==> src/sv/gbn_pkg.sv <==
// Shared types and constants for the Go-Back-N sequence control block.
// Used by the front queue, the back executor and the top level.
// Depends on nothing.
package gbn_pkg;

   // Sequence number and window sizing.
   localparam int SEQ_BITS    = 16;
   localparam int SEND_DEPTH  = 16;
   localparam int RECV_WINDOW = 16;
   localparam int OFF_BITS    = (RECV_WINDOW > 1) ? $clog2(RECV_WINDOW) : 1;
   localparam int ADV_BITS    = $clog2(RECV_WINDOW + 1);
   localparam logic [SEQ_BITS-1:0] SEQ_MAX = '1;

   // Configuration register widths and reset values.
   localparam int WIN_BITS = 5;
   localparam int AGE_BITS = 8;
   localparam logic [WIN_BITS-1:0] WINDOW_RESET   = 5'd4;
   localparam logic [AGE_BITS-1:0] ACK_TO_RESET   = 8'd1;
   localparam logic [AGE_BITS-1:0] DEAD_TO_RESET  = 8'd5;
   localparam logic [AGE_BITS-1:0] AGE_MAX        = '1;

   // Command queue between front and back.
   localparam int QUEUE_DEPTH = 2;
   localparam int QPTR_BITS   = (QUEUE_DEPTH > 1) ? $clog2(QUEUE_DEPTH) : 1;
   localparam int QCNT_BITS   = $clog2(QUEUE_DEPTH + 1);

   // Configuration port.
   localparam int CSR_ADDR_BITS = 4;
   localparam int CSR_DATA_BITS = 32;
   localparam logic [1:0] REG_WINDOW  = 2'd0;
   localparam logic [1:0] REG_ACK_TO  = 2'd1;
   localparam logic [1:0] REG_DEAD_TO = 2'd2;

   typedef logic [SEQ_BITS-1:0] seq_type;
   typedef logic [RECV_WINDOW-1:0] map_type;

   // Request codes.
   typedef enum logic [2:0] {
      OP_SUBMIT  = 3'd0,
      OP_ACK     = 3'd1,
      OP_DATA    = 3'd2,
      OP_SEND    = 3'd3,
      OP_DELIVER = 3'd4,
      OP_TICK    = 3'd5,
      OP_CLOSE   = 3'd6,
      OP_UNKNOWN = 3'd7
   } op_type;

   // Result status codes.
   typedef enum logic [1:0] {
      ST_OK   = 2'd0,
      ST_NONE = 2'd1,
      ST_FULL = 2'd2,
      ST_DROP = 2'd3
   } status_type;

   // Executor states.
   typedef enum logic [1:0] {
      BK_IDLE    = 2'd0,
      BK_EXEC    = 2'd1,
      BK_ADVANCE = 2'd2
   } back_state_type;

   // One classified command.
   typedef struct packed {
      op_type  op;
      seq_type seqno;
   } cmd_type;

   // Head of the command queue as seen by the back end.
   typedef struct packed {
      logic    valid;
      cmd_type cmd;
   } qhead_type;

   // Timeout settings.
   typedef struct packed {
      logic [AGE_BITS-1:0] ack_timeout;
      logic [AGE_BITS-1:0] dead_timeout;
   } cfg_type;

   // Window size write, which also moves the top of the window.
   typedef struct packed {
      logic                write;
      logic [WIN_BITS-1:0] value;
   } win_wr_type;

   // One result transaction.
   typedef struct packed {
      status_type status;
      seq_type    out_seqno;
      seq_type    out_base;
      seq_type    out_top;
      seq_type    out_next_send;
      seq_type    out_expected;
      logic       link_dead;
      logic       send_done;
   } result_type;

endpackage

==> src/sv/gbn_front.sv <==
// Front end: accepts request transactions, decodes the request code and
// holds them in a two-entry queue for the executor.
// Depends on gbn_pkg.
module gbn_front (
   input  logic              clock,
   input  logic              reset,
   input  logic              req_valid,
   output logic              req_stall,
   input  logic [2:0]        req_type,
   input  logic [15:0]       req_seqno,
   input  logic              q_pop,
   output gbn_pkg::qhead_type q_head
);
   import gbn_pkg::*;

   cmd_type               mem_ff [QUEUE_DEPTH];
   logic [QPTR_BITS-1:0]  wr_ptr_ff, wr_ptr_in;
   logic [QPTR_BITS-1:0]  rd_ptr_ff, rd_ptr_in;
   logic [QCNT_BITS-1:0]  count_ff, count_in;
   logic                  push;
   logic                  pop;
   cmd_type               cmd_dec;

   // Decode the request code.
   always_comb begin
      cmd_dec.seqno = req_seqno;
      unique case (op_type'(req_type))
         OP_SUBMIT:  cmd_dec.op = OP_SUBMIT;
         OP_ACK:     cmd_dec.op = OP_ACK;
         OP_DATA:    cmd_dec.op = OP_DATA;
         OP_SEND:    cmd_dec.op = OP_SEND;
         OP_DELIVER: cmd_dec.op = OP_DELIVER;
         OP_TICK:    cmd_dec.op = OP_TICK;
         OP_CLOSE:   cmd_dec.op = OP_CLOSE;
         default:    cmd_dec.op = OP_UNKNOWN;
      endcase
   end

   // Queue handshake.
   assign req_stall    = (count_ff == QCNT_BITS'(QUEUE_DEPTH));
   assign push         = req_valid && !req_stall;
   assign pop          = q_pop && (count_ff != '0);
   assign q_head.valid = (count_ff != '0);
   assign q_head.cmd   = mem_ff[rd_ptr_ff];

   // Pointer and fill count update.
   always_comb begin
      wr_ptr_in = wr_ptr_ff;
      rd_ptr_in = rd_ptr_ff;
      count_in  = count_ff;
      if (push) begin
         wr_ptr_in = (wr_ptr_ff == QPTR_BITS'(QUEUE_DEPTH - 1)) ? '0 : wr_ptr_ff + 1'b1;
      end
      if (pop) begin
         rd_ptr_in = (rd_ptr_ff == QPTR_BITS'(QUEUE_DEPTH - 1)) ? '0 : rd_ptr_ff + 1'b1;
      end
      if (push && !pop) begin
         count_in = count_ff + 1'b1;
      end else if (pop && !push) begin
         count_in = count_ff - 1'b1;
      end
   end

   always_ff @(posedge clock) begin
      if (reset) begin
         wr_ptr_ff <= '0;
         rd_ptr_ff <= '0;
         count_ff  <= '0;
      end else begin
         wr_ptr_ff <= wr_ptr_in;
         rd_ptr_ff <= rd_ptr_in;
         count_ff  <= count_in;
      end
   end

   // Queue storage.
   always_ff @(posedge clock) begin
      if (push) begin
         mem_ff[wr_ptr_ff] <= cmd_dec;
      end
   end

endmodule

==> src/sv/gbn_back.sv <==
// Back end: executes queued commands against the sender and receiver
// sequence state and holds the result transaction in an output register.
// Depends on gbn_pkg.
module gbn_back (
   input  logic                clock,
   input  logic                reset,
   input  gbn_pkg::qhead_type  q_head,
   output logic                q_pop,
   input  gbn_pkg::cfg_type    cfg,
   input  gbn_pkg::win_wr_type win_wr,
   output logic                rsp_valid,
   input  logic                rsp_stall,
   output gbn_pkg::result_type rsp_data
);
   import gbn_pkg::*;

   // Top of a window that starts at b; a size of zero counts as one.
   function automatic seq_type top_from(input seq_type b, input logic [WIN_BITS-1:0] ws);
      logic [WIN_BITS-1:0] span;
      logic [SEQ_BITS:0]   sum;
      span = (ws == '0) ? WIN_BITS'(1) : ws;
      sum  = {1'b0, b} + (SEQ_BITS + 1)'(span) - 1'b1;
      return sum[SEQ_BITS] ? SEQ_MAX : sum[SEQ_BITS-1:0];
   endfunction

   back_state_type      state_ff, state_in;
   cmd_type             cur_ff, cur_in;
   seq_type             base_ff, base_in;
   seq_type             top_ff, top_in;
   seq_type             add_ff, add_in;
   seq_type             send_ff, send_in;
   seq_type             expect_ff, expect_in;
   seq_type             deliver_ff, deliver_in;
   map_type             map_ff, map_in;
   logic [AGE_BITS-1:0] ack_age_ff, ack_age_in;
   logic [AGE_BITS-1:0] stall_age_ff, stall_age_in;
   logic                stall_ff, stall_in;
   logic                closed_ff, closed_in;
   logic                rsp_valid_ff, rsp_valid_in;
   result_type          rsp_ff, rsp_in;

   logic                out_free;
   logic                fin;
   status_type          status_c;
   seq_type             oseq_c;
   logic                submit_full;
   seq_type             ack_sn;
   logic [SEQ_BITS:0]   top_sum;
   seq_type             data_off;
   logic                data_old;
   logic                data_drop;
   logic                data_set;
   logic [ADV_BITS-1:0] adv_cnt;
   logic [AGE_BITS-1:0] age_inc;

   assign out_free = !rsp_valid_ff || !rsp_stall;

   // Request checks that do not depend on the state machine.
   assign submit_full = closed_ff || (add_ff >= SEQ_MAX) ||
                        ((add_ff - base_ff) >= SEQ_BITS'(SEND_DEPTH));
   assign ack_sn      = (cur_ff.seqno > add_ff) ? add_ff : cur_ff.seqno;
   assign top_sum     = {1'b0, top_ff} + {1'b0, ack_sn - base_ff};
   assign data_off    = cur_ff.seqno - expect_ff;
   assign data_old    = cur_ff.seqno < expect_ff;
   assign data_drop   = !data_old && ((cur_ff.seqno == SEQ_MAX) ||
                        (data_off >= SEQ_BITS'(RECV_WINDOW)));
   assign data_set    = (cur_ff.op == OP_DATA) && !data_old && !data_drop;
   assign age_inc     = (ack_age_ff == AGE_MAX) ? AGE_MAX : ack_age_ff + 1'b1;

   // Length of the run of arrived numbers at the bottom of the bitmap.
   always_comb begin
      adv_cnt = ADV_BITS'(RECV_WINDOW);
      for (int i = RECV_WINDOW - 1; i >= 0; i--) begin
         if (!map_ff[i]) begin
            adv_cnt = ADV_BITS'(i);
         end
      end
   end

   // Next state and command execution.
   always_comb begin
      state_in     = state_ff;
      cur_in       = cur_ff;
      base_in      = base_ff;
      top_in       = top_ff;
      add_in       = add_ff;
      send_in      = send_ff;
      expect_in    = expect_ff;
      deliver_in   = deliver_ff;
      map_in       = map_ff;
      ack_age_in   = ack_age_ff;
      stall_age_in = stall_age_ff;
      stall_in     = stall_ff;
      closed_in    = closed_ff;
      q_pop        = 1'b0;
      fin          = 1'b0;
      status_c     = ST_OK;
      oseq_c       = '0;

      unique case (state_ff)
         BK_IDLE: begin
            if (q_head.valid) begin
               q_pop    = 1'b1;
               cur_in   = q_head.cmd;
               state_in = BK_EXEC;
            end
         end
         BK_EXEC: begin
            if (data_set) begin
               // Mark the arrival; the advance over arrived numbers follows in BK_ADVANCE.
               map_in       = map_ff | (map_type'(1) << data_off[OFF_BITS-1:0]);
               stall_in     = 1'b0;
               stall_age_in = '0;
               state_in     = BK_ADVANCE;
            end else if (out_free) begin
               fin = 1'b1;
               case (cur_ff.op)
                  OP_SUBMIT: begin
                     if (submit_full) begin
                        status_c = ST_FULL;
                     end else begin
                        if (add_ff == '0) begin
                           ack_age_in = '0;
                        end
                        oseq_c = add_ff;
                        add_in = add_ff + 1'b1;
                     end
                  end
                  OP_ACK: begin
                     if (ack_sn > base_ff) begin
                        top_in  = top_sum[SEQ_BITS] ? SEQ_MAX : top_sum[SEQ_BITS-1:0];
                        base_in = ack_sn;
                     end
                     ack_age_in   = '0;
                     stall_in     = 1'b0;
                     stall_age_in = '0;
                     oseq_c       = base_in;
                  end
                  OP_DATA: begin
                     // Old data or data beyond the bitmap.
                     if (data_drop) begin
                        status_c = ST_DROP;
                     end
                     stall_in     = 1'b0;
                     stall_age_in = '0;
                     oseq_c       = expect_ff;
                  end
                  OP_SEND: begin
                     if ((send_ff < add_ff) && (send_ff >= base_ff) && (send_ff <= top_ff)) begin
                        oseq_c  = send_ff;
                        send_in = send_ff + 1'b1;
                     end else begin
                        status_c = ST_NONE;
                     end
                  end
                  OP_DELIVER: begin
                     if (deliver_ff < expect_ff) begin
                        oseq_c     = deliver_ff;
                        deliver_in = deliver_ff + 1'b1;
                     end else begin
                        status_c = ST_NONE;
                     end
                  end
                  OP_TICK: begin
                     ack_age_in = age_inc;
                     if (stall_ff && (stall_age_ff != AGE_MAX)) begin
                        stall_age_in = stall_age_ff + 1'b1;
                     end
                     if (age_inc > cfg.ack_timeout) begin
                        // Timeout: go back to the base and start a stall.
                        send_in    = base_ff;
                        ack_age_in = '0;
                        if (!stall_ff) begin
                           stall_in     = 1'b1;
                           stall_age_in = '0;
                        end
                     end
                  end
                  OP_CLOSE: begin
                     closed_in = 1'b1;
                  end
                  default: begin
                     status_c = ST_NONE;
                  end
               endcase
            end
         end
         BK_ADVANCE: begin
            if (out_free) begin
               fin       = 1'b1;
               map_in    = map_ff >> adv_cnt;
               expect_in = expect_ff + SEQ_BITS'(adv_cnt);
               oseq_c    = expect_in;
            end
         end
         default: begin
            state_in = BK_IDLE;
         end
      endcase

      // Take the next command straight away when one is done.
      if (fin) begin
         if (q_head.valid) begin
            q_pop    = 1'b1;
            cur_in   = q_head.cmd;
            state_in = BK_EXEC;
         end else begin
            state_in = BK_IDLE;
         end
      end

      // A window size write moves the top of the window.
      if (win_wr.write) begin
         top_in = top_from(base_ff, win_wr.value);
      end
   end

   // Output register.
   always_comb begin
      rsp_valid_in = rsp_valid_ff;
      rsp_in       = rsp_ff;
      if (fin) begin
         rsp_valid_in         = 1'b1;
         rsp_in.status        = status_c;
         rsp_in.out_seqno     = oseq_c;
         rsp_in.out_base      = base_in;
         rsp_in.out_top       = top_in;
         rsp_in.out_next_send = send_in;
         rsp_in.out_expected  = expect_in;
         rsp_in.link_dead     = stall_in && (stall_age_in >= cfg.dead_timeout);
         rsp_in.send_done     = closed_in && (base_in == add_in) && (send_in == add_in);
      end else if (rsp_valid_ff && !rsp_stall) begin
         rsp_valid_in = 1'b0;
      end
   end

   always_ff @(posedge clock) begin
      if (reset) begin
         state_ff     <= BK_IDLE;
         base_ff      <= '0;
         top_ff       <= top_from('0, WINDOW_RESET);
         add_ff       <= '0;
         send_ff      <= '0;
         expect_ff    <= '0;
         deliver_ff   <= '0;
         map_ff       <= '0;
         ack_age_ff   <= '0;
         stall_age_ff <= '0;
         stall_ff     <= 1'b0;
         closed_ff    <= 1'b0;
         rsp_valid_ff <= 1'b0;
      end else begin
         state_ff     <= state_in;
         base_ff      <= base_in;
         top_ff       <= top_in;
         add_ff       <= add_in;
         send_ff      <= send_in;
         expect_ff    <= expect_in;
         deliver_ff   <= deliver_in;
         map_ff       <= map_in;
         ack_age_ff   <= ack_age_in;
         stall_age_ff <= stall_age_in;
         stall_ff     <= stall_in;
         closed_ff    <= closed_in;
         rsp_valid_ff <= rsp_valid_in;
      end
   end

   // Payload registers.
   always_ff @(posedge clock) begin
      cur_ff <= cur_in;
      rsp_ff <= rsp_in;
   end

   assign rsp_valid = rsp_valid_ff;
   assign rsp_data  = rsp_ff;

endmodule

==> src/sv/go_back_n_sequence_control_top.sv <==
// Go-Back-N sequence control for one connection.
//
// Request channel (req_*): one transaction carries a request code and a
// sequence number: submit, ACK in, data in, send poll, deliver poll, tick,
// close. Every request gives exactly one result transaction on the rsp_*
// channel with a status, the number concerned and the window state after
// the request. Both channels use valid and stall.
// Requests enter a two-entry queue; the executor takes one command at a
// time. A request passes the queue and the current-command register before
// its result is registered (data in that lands in the receive bitmap also
// passes the advance state, which moves over arrived numbers). With a full
// queue and no stalled result the executor finishes one command per cycle,
// apart from such data in. A stalled result holds in the output register;
// the executor then waits and the queue fills, after which req_stall rises.
// Reset clears the queue, the sequence state and the registers to their
// defaults (window 4, ACK timeout 1, dead timeout 5).
// Registers sit on the csr_* port at byte addresses 0, 4 and 8; write them
// only while the block is idle.
// Depends on gbn_pkg, gbn_front and gbn_back.
module go_back_n_sequence_control_top (
   input  logic                               clock,
   input  logic                               reset,
   input  logic                               req_valid,
   output logic                               req_stall,
   input  logic [2:0]                         req_type,
   input  logic [15:0]                        req_seqno,
   output logic                               rsp_valid,
   input  logic                               rsp_stall,
   output logic [1:0]                         rsp_status,
   output logic [15:0]                        rsp_out_seqno,
   output logic [15:0]                        rsp_out_base,
   output logic [15:0]                        rsp_out_top,
   output logic [15:0]                        rsp_out_next_send,
   output logic [15:0]                        rsp_out_expected,
   output logic                               rsp_link_dead,
   output logic                               rsp_send_done,
   input  logic                               csr_psel,
   input  logic                               csr_penable,
   input  logic                               csr_pwrite,
   input  logic [gbn_pkg::CSR_ADDR_BITS-1:0]  csr_paddr,
   input  logic [gbn_pkg::CSR_DATA_BITS-1:0]  csr_pwdata,
   output logic [gbn_pkg::CSR_DATA_BITS-1:0]  csr_prdata,
   output logic                               csr_pready
);
   import gbn_pkg::*;

   logic [WIN_BITS-1:0] window_ff, window_in;
   logic [AGE_BITS-1:0] ack_to_ff, ack_to_in;
   logic [AGE_BITS-1:0] dead_to_ff, dead_to_in;
   logic                csr_write;
   logic [1:0]          csr_index;
   qhead_type           q_head;
   logic                q_pop;
   cfg_type             cfg;
   win_wr_type          win_wr;
   result_type          rsp_data;

   // Register file.
   assign csr_pready = 1'b1;
   assign csr_write  = csr_psel && csr_penable && csr_pwrite && csr_pready;
   assign csr_index  = csr_paddr[3:2];

   always_comb begin
      window_in  = window_ff;
      ack_to_in  = ack_to_ff;
      dead_to_in = dead_to_ff;
      if (csr_write) begin
         unique case (csr_index)
            REG_WINDOW:  window_in  = csr_pwdata[WIN_BITS-1:0];
            REG_ACK_TO:  ack_to_in  = csr_pwdata[AGE_BITS-1:0];
            REG_DEAD_TO: dead_to_in = csr_pwdata[AGE_BITS-1:0];
            default:     ;
         endcase
      end
   end

   always_comb begin
      unique case (csr_index)
         REG_WINDOW:  csr_prdata = CSR_DATA_BITS'(window_ff);
         REG_ACK_TO:  csr_prdata = CSR_DATA_BITS'(ack_to_ff);
         REG_DEAD_TO: csr_prdata = CSR_DATA_BITS'(dead_to_ff);
         default:     csr_prdata = '0;
      endcase
   end

   always_ff @(posedge clock) begin
      if (reset) begin
         window_ff  <= WINDOW_RESET;
         ack_to_ff  <= ACK_TO_RESET;
         dead_to_ff <= DEAD_TO_RESET;
      end else begin
         window_ff  <= window_in;
         ack_to_ff  <= ack_to_in;
         dead_to_ff <= dead_to_in;
      end
   end

   assign cfg.ack_timeout  = ack_to_ff;
   assign cfg.dead_timeout = dead_to_ff;
   assign win_wr.write     = csr_write && (csr_index == REG_WINDOW);
   assign win_wr.value     = window_in;

   gbn_front u_front (
      .clock     (clock),
      .reset     (reset),
      .req_valid (req_valid),
      .req_stall (req_stall),
      .req_type  (req_type),
      .req_seqno (req_seqno),
      .q_pop     (q_pop),
      .q_head    (q_head)
   );

   gbn_back u_back (
      .clock     (clock),
      .reset     (reset),
      .q_head    (q_head),
      .q_pop     (q_pop),
      .cfg       (cfg),
      .win_wr    (win_wr),
      .rsp_valid (rsp_valid),
      .rsp_stall (rsp_stall),
      .rsp_data  (rsp_data)
   );

   assign rsp_status        = rsp_data.status;
   assign rsp_out_seqno     = rsp_data.out_seqno;
   assign rsp_out_base      = rsp_data.out_base;
   assign rsp_out_top       = rsp_data.out_top;
   assign rsp_out_next_send = rsp_data.out_next_send;
   assign rsp_out_expected  = rsp_data.out_expected;
   assign rsp_link_dead     = rsp_data.link_dead;
   assign rsp_send_done     = rsp_data.send_done;

   // No result is offered right after reset.
   a_reset_quiet: assert property (@(posedge clock) $past(reset) |-> !rsp_valid)
      else $error("result valid right after reset");

   // The window top never falls below its base.
   a_window_order: assert property (@(posedge clock) disable iff (reset)
      rsp_valid |-> (rsp_out_base <= rsp_out_top))
      else $error("window top below base");

   // A finished sender has its send pointer at the base.
   a_done_aligned: assert property (@(posedge clock) disable iff (reset)
      (rsp_valid && rsp_send_done) |-> (rsp_out_base == rsp_out_next_send))
      else $error("send done with send pointer away from base");

   // Dropped data still answers with the expected number.
   a_drop_ack: assert property (@(posedge clock) disable iff (reset)
      (rsp_valid && (rsp_status == ST_DROP)) |-> (rsp_out_seqno == rsp_out_expected))
      else $error("dropped data answered with a wrong ACK number");

endmodule

==> config.mk <==
export PLATFORM = sky130hd
export DESIGN_NAME = go_back_n_sequence_control_top
export DESIGN_NICKNAME = d
export VERILOG_FILES = /design/src/sv/gbn_pkg.sv /design/src/sv/gbn_front.sv /design/src/sv/gbn_back.sv /design/src/sv/go_back_n_sequence_control_top.sv
export SDC_FILE = /design/constraint.sdc
export NUM_CORES = 1
export LEC_CHECK = 0
export BUFFER_PORTS_ARGS = -buffer_cell sky130_fd_sc_hd__buf_2
export CAP_MARGIN = 20
export CORE_ASPECT_RATIO = 0.8
export CORE_MARGIN = 10
export CORE_UTILIZATION = 45
export DETAILED_ROUTE_END_ITERATION = 12
export GPL_ROUTABILITY_DRIVEN = 0
export SYNTH_ARGS = -nofsm -noshare
export SYNTH_HDL_FRONTEND = slang
export SYNTH_SLANG_ARGS = --single-unit
export TNS_END_PERCENT = 1
==> constraint.sdc <==
create_clock -name clock -period 7.65 [get_ports clock]
set_input_delay 0.765 -clock clock [delete_from_list [all_inputs] [get_ports clock]]
set_output_delay 0.765 -clock clock [all_outputs]
set_load 0.005 [all_outputs]
==> impl_metrics.toml, run 1 <==
[timing]
final.setup.tns_ns = 0
part_of_the_cycle_the_worst_path_needs_pct = 92.32
skew_ns = 0.02650
report.final.slew_viol_count = 0
worst_margin_slew_ns = 1.097
worst_slew_margin_rel_pct = 26.87
period_needed_ns = 7.063
finalHoldViolations = 0
fmax_mhz = 141.6
rsz0062_at_grt = "no"
total_of_endpoints_with_negative_setup_slack_in_the_final_report = 0

[finish]
final_cell_count_without_fillers = 3158
design_area_um2 = 23430
final_layout_size_suffix_gt1_share_pct = 10.45
multiInputGateArea_um2 = 12630
nNetsFinal = 2784
final_cell_mix = "nor2_1, ha_1, nand2_1"
layout.cells.most_common = "nor2_1"
area.growth.synth_to_final_pct = 12.03
register_area_um2 = 7227
fillerInstances = 4338

[power]
static-leakage-power_nw = 9.686
ir_drop_mv = 0.2128
fin_total_pwr_mw = 8.520
p_per_area_nw_per_um2 = 363.6

[placed_design]
post-dp-hpwl_um = 51400
count_of_buffers_from_port_buffering = 129
post-place-cells = 3091
cell_area_after_placement_um2 = 22160

[worst_hold_path]
hp-class = "primary input to flop"
min_delay_path_depth = 1
startpoint_of_the_lowest_slack_hold_path = "req_seqno[15]"
end_point_of_the_worst_hold_path = "u_front.mem_ff[1][15]"

[worst_setup_path]
cp_max_fo = 16
endpoint_kind = "flop"
setup.worst_path.class = "flop to flop"
r2r_slack_ns = 0.59
critical_path.slowest_cell = "dfxtp_1"
worstPathArrival_ns = 7.49
timing.critical_path.from = "u_back.add_ff[3]"
worst-endpoint-required_ns = 8.07
critical_path.reg2reg.startpoint = "u_back.add_ff[3]"
regToRegEndpoint = "u_back.top_ff[1]"
crit_path_max_incr_delay_ns = 0.53
worstSetupStartpointType = "flop"
timing.reg2reg.worst_path_depth = 28

[yosys]
proportion_of_synthesized_flip_flops_having_asynchronous_set_or_reset_pct = 0
syn_avg_cell_area_um2 = 8.692
synth_area_um2 = 20910
number_of_cells_produced_by_synthesis = 2406
dominantRegCellSynth = "dfxtp_1"
ys_seq_area_share_pct = 34.56
synth.distinct_cells = 85
synth-warning-count = 0
synth_seq_cells = 300
post_synth_main_area_contributors = "edfxtp_1, dfxtp_1, ha_1"
yosys.area.top_type_share_pct = 17.52
count_of_flip_flops_with_a_built_in_enable_after_synthesis = 122
post-synth-top-area-cell = "edfxtp_1"

[clocking]
cts_tree = "done"
postCtsSetupRepairBufs = 0
cts-hold-fix-buffers = 0
clkTransAtPathRegs_ns = 0.06
cts_max_path_buffers = 3
cts_htree_levels = 2
clock_tree.root_cell = "clkbuf_16"
clock_latency_late_sink_ns = 0.55
cts_buffers = 36
cts_resized = 0
numClockSinks = 300

[floorplanning]
design.core.area_um2 = 45810
placementRows = 70
die-area_um2 = 55550
dieWidth_um = 261.0
ioPinCount = 181
floorplan.initialDensity_pct = 45.66
y_dimension_of_the_die_um = 212.8

[drt]
vias_per_cell = 5.926
final_antenna_net_count = 0
vias = 18710
remaining_drc_errors = 0
routed_wire_length_per_instance_um = 21.02
wl_um = 66390
number_of_detailed_route_iterations_in_the_first_pass = 7
dr.first_iter.drc_count = 1835

[global_route]
grt_antenna_before_repair = 1
first_pass_grt_wire_length_um = 100500
track_usage_pct = 22.99
grt_max_degree = 66
gr-total-overflow = 0
first_global_vias = 17240

[flow_run]
cap_violations = 0

[status]
outcome = "finished, final reports clean"
==> critical path: cells and delay by family (launching register included) <==
family                     cells  cell delay, ns
DFF                            1            0.53
AOI/OAI and AO/OA             17            3.74
adders and majority gates      3            1.03
muxes                          1            0.43
and+or+nand+nor                4            0.69
xor gates and xnor gates       1            0.14
buffers and inverters          2            0.37
==> metrics by stage <==
step	setup slack, ns	utilization (%)	hold WS (ns)
6_report	0.5873	51.15	0.4055
5_1_grt	0.06525	51.15	0.3972
4_1_cts	0.6543	51.07	0.3797
3_5_place_dp	0.6974	48.37	0.4819
3_3_place_gp	0.8778	48.36	0.4731
2_1_floorplan	1.227	-	0.4462
==> kinds of logic (layout without fill, tap and decap cells) <==
group	after synthesis	after routing	share of synthesized area [%]
simple gates	804	804	18.90
buf+inv	280	396	5.534
other cells	2	26	0.03591
xor+xnor	105	105	4.397
mux	107	107	5.199
flops	300	300	34.56
fa+ha+maj	203	203	12.36
compound gates	605	605	19.02
==> Yosys cell counts (all sizes together), types with 36 or more instances <==
| master | instances |
|---|---|
| nor2 | 219 |
| ha | 197 |
| nand2 | 196 |
| dfxtp | 178 |
| inv | 166 |
| a21oi | 162 |
| o21ai | 129 |
| edfxtp | 122 |
| mux2i | 94 |
| clkbuf | 82 |
| xnor2 | 76 |
| nor2b | 75 |
| nand3 | 61 |
| nor3 | 51 |
| nand4 | 37 |
| and3 | 36 |
==> where the power goes <==
part,switching (mW),internal [mW],total (mW)
sequential,0.188,1.90,2.09
combinational,2.83,1.78,4.61
clock,0.724,1.10,1.82
==> worst max-delay path by stage <==
stage          depth (start not counted)                  end
5_1_grt                               28     u_back.top_ff[1]
2_1_floorplan                         32  u_back.rsp_data[44]
3_5_place_dp                          28     u_back.top_ff[1]
4_1_cts                               28     u_back.top_ff[1]
3_3_place_gp                          28     u_back.top_ff[1]
6_report                              28     u_back.top_ff[1]
==> state kept, by name, indices dropped and copies added (netlist names), 2 cells and up, named ones only <==
signal,count
u_back.stall_age_ff,8
ack_to_ff,8
u_back.base_ff,16
u_back.rsp_data,84
u_front.mem_ff,38
dead_to_ff,8
u_back.expect_ff,16
u_back.add_ff,16
u_back.state_ff,2
u_front.count_ff,2
u_back.cur_ff,19
u_back.ack_age_ff,8
window_ff,5
u_back.top_ff,16
u_back.map_ff,16
u_back.send_ff,16
u_back.deliver_ff,16
==> layout make-up <==
| type | instances | share of cell area [%] |
|---|---|---|
| inverters | 167 | 2.686 |
| multi-input cells | 1849 | 53.92 |
| clock buffers | 44 | 4.235 |
| clock inverters | 20 | 1.041 |
| well taps | 612 | 3.268 |
| flip-flops and latches | 300 | 30.85 |
| diodes | 1 | 0.01068 |
| repair buffers | 165 | 3.995 |
==> layer usage <==
metal  track usage (%)  wire length [µm]  vias up
met4             6.965              1652        0
met3             6.537              6213       97
met5                 0                 0        -
li1                  -                 -     8944
met1             32.60             31210     8925
met2             33.09             27310      747
Note: power is estimated with default switching activity, not from simulation.
==> run 2: changes to the inputs <==
Settings changed: CAP_MARGIN 20 to unset, SYNTH_HIERARCHICAL set to 1.
==> run 2 against run 1 <==
  * Clock power hardly changed
  * Flip-flop and latch count unchanged
  * Die area increased by 1.6%
==> impl_metrics.toml, run 2 <==
[drt]
dr.first_iter.drc_count = 1831
routed_wire_length_per_instance_um = 21.11
vias = 18760
remaining_drc_errors = 0
wl_um = 66900
vias_per_cell = 5.921
final_antenna_net_count = 0
number_of_detailed_route_iterations_in_the_first_pass = 8

[yosys]
synth-warning-count = 6
syn_avg_cell_area_um2 = 8.878
ys_seq_area_share_pct = 34.84
synth.distinct_cells = 103
number_of_cells_produced_by_synthesis = 2398
dominantRegCellSynth = "dfxtp_1"
yosys.cell_count.top_type = "nor2_1"
synth_seq_cells = 300
proportion_of_synthesized_flip_flops_having_asynchronous_set_or_reset_pct = 0
synth_top_cells_by_count = "nor2_1, ha_1, inv_1"
yosys.area.top_type_share_pct = 19.89
post-synth-top-area-cell = "edfxtp_1"
post_synth_main_area_contributors = "edfxtp_1, dfxtp_1, ha_1"
count_of_flip_flops_with_a_built_in_enable_after_synthesis = 141
synth_area_um2 = 21290

[clocking]
cts_tree = "done"
cts-hold-fix-buffers = 0
cts_buffers = 36
cts_max_path_buffers = 3
numClockSinks = 300
cts_htree_levels = 2
clock_tree.root_cell = "clkbuf_16"
clkTransAtPathRegs_ns = 0.06
clock_latency_late_sink_ns = 0.56

[global_route]
grt_max_degree = 64
gr-total-overflow = 0
first_global_vias = 17790
first_pass_grt_wire_length_um = 102700
grt_antenna_before_repair = 0
track_usage_pct = 22.58

[flow_run]
cap_violations = 0

[timing]
skew_ns = 0.01772
worst_slew_margin_rel_pct = 11.73
part_of_the_cycle_the_worst_path_needs_pct = 92.52
final.setup.tns_ns = 0
finalHoldViolations = 0
report.final.slew_viol_count = 0
worst_margin_slew_ns = 1.319
total_of_endpoints_with_negative_setup_slack_in_the_final_report = 0
period_needed_ns = 7.077
fmax_mhz = 141.3
rsz0062_at_grt = "no"

[floorplanning]
ioPinCount = 181
design.core.area_um2 = 46910
floorplan.initialDensity_pct = 45.39
dieWidth_um = 263.2
placementRows = 71
y_dimension_of_the_die_um = 214.5
die-area_um2 = 56460

[worst_setup_path]
r2r_slack_ns = 0.57
setup.worst_path.class = "flop to flop"
critical_path.slowest_cell = "dfxtp_1"
path_delay_family = "compound AO/OA/AOI/OAI gates"
crit_path_max_incr_delay_ns = 0.50
worstSetupStartpointType = "flop"
critical_path_buffers_and_inverters = 2
worst-endpoint-required_ns = 8.09
cp_max_fo = 16
regToRegEndpoint = "u_back/top_ff[1]"
timing.reg2reg.worst_path_depth = 29
critical_path.reg2reg.startpoint = "u_back/add_ff[12]"
endpoint_kind = "flop"
worstPathArrival_ns = 7.52
cp_common_cell = "o21ai_0"

[power]
p_per_area_nw_per_um2 = 352.9
ir_drop_mv = 0.2012
p_sw_share_pct = 43.01
combPwrFrac_pct = 52.8
cellInternalPower_mw = 4.797
static-leakage-power_nw = 9.683
power.clock.fraction_pct = 21.7
p_seq_share_pct = 25.5
power.net_switching_mw = 3.620

[finish]
register_area_um2 = 7417
layout.cells.most_common = "nor2_1"
multiInputGateArea_um2 = 12770
num_antenna_cells = 0
area.growth.synth_to_final_pct = 12.03
final_layout_size_suffix_gt1_share_pct = 12.20
fillerInstances = 4466
max_reg_flops = 84
nNetsFinal = 2784
final_cell_mix = "nor2_1, ha_1, inv_1, a21oi_1, dfxtp_1"
design_area_um2 = 23850

[worst_hold_path]
min_delay_path_depth = 1
startpoint_of_the_lowest_slack_hold_path = "req_seqno[14]"
end_point_of_the_worst_hold_path = "u_front/mem_ff[1][14]"
hp-class = "primary input to flop"

[placed_design]
post-dp-hpwl_um = 51780
count_of_buffers_from_port_buffering = 129
cell_area_after_placement_um2 = 22570

[status]
outcome = "finished, final reports clean"
run 2: through the flow:
step	utilization [%]	power, mW	hold WS [ns]	setup WS [ns]	instances
3_5_place_dp	48.12	6.455	0.4897	0.4336	3101
3_3_place_gp	48.12	6.349	0.4685	0.6461	3101
6_report	50.85	8.417	0.3915	0.5725	3169
5_1_grt	50.85	8.927	0.3854	0.03386	3169
2_1_floorplan	-	5.245	0.4495	1.030	2421
4_1_cts	50.80	8.317	0.3705	0.4105	3167
run 2: worst register-to-register path: cells and delay by family, from the launching register on:
family                     cells  cell delay [ns]
xor gates and xnor gates       1             0.14
buffers and inverters          2             0.43
adders and majority gates      3             0.95
AOI/OAI and AO/OA             17             3.61
muxes                          1             0.44
and+or+nand+nor                5             0.92
DFF                            1             0.50
run 2: logic make-up (layout without fill, tap and decap cells):
kind of cell	Yosys count	count (layout)	synth area share, %
compound gates	567	567	17.02
mux	140	140	6.947
other cells	2	25	0.03528
fa+ha+maj	201	201	12.02
simple gates	794	794	18.99
buf+inv	288	416	5.742
flops	300	300	34.84
xor+xnor	106	106	4.396
run 2: cell type report:
cell class / count / share of cell area (%)
Multi-Input combinational cell: 1833 / 53.54
Sequential cell: 300 / 31.10
Clock buffer: 48 / 4.228
Timing Repair Buffer: 170 / 4.008
Tap cell: 620 / 3.253
Inverter: 180 / 2.838
Clock inverter: 18 / 1.033
run 2: routing by layer:
metal	GRT usage (%)	routed length [µm]	vias up	share of wire (%)
met1	31.96	30360	8847	45
met3	6.354	7215	102	11
met4	5.969	1538	0	2.3
li1	-	-	8919	-
met2	32.95	27780	895	42
met5	0	0	-	0
run 2: what timing repair did:
| item | 4_1_cts | 5_1_grt |
|---|---|---|
| setup buffers | 0 | 2 |
| hold endpoints to repair | 0 | 0 |
| setup endpoints to repair | 0 | 31 |
| resized for setup | 0 | 3 |
run 2: worst max path at each step:
stage / startpoint / end / slack, ns / cells past startpoint
6_report: u_back/add_ff[12] / u_back/top_ff[1] / 0.57 / 29
5_1_grt: u_back/add_ff[12] / u_back/top_ff[1] / 0.03 / 29
4_1_cts: u_back/add_ff[12] / u_back/top_ff[1] / 0.41 / 29
3_5_place_dp: u_back/add_ff[12] / u_back/top_ff[1] / 0.43 / 29
3_3_place_gp: u_back/add_ff[12] / u_back/top_ff[0] / 0.65 / 29
2_1_floorplan: u_back/add_ff[7] / u_back/rsp_data[47] / 1.03 / 31
run 2: power by group through the flow:
| stage | clock network, mW | logic [mW] | registers (mW) |
|---|---|---|---|
| floorplan | 0 | 3.18 | 2.07 |
| global placement | 0 | 4.19 | 2.16 |
| detailed placement | 0 | 4.28 | 2.17 |
| CTS | 1.87 | 4.31 | 2.14 |
| global route | 1.93 | 4.84 | 2.16 |
| finish | 1.83 | 4.45 | 2.15 |
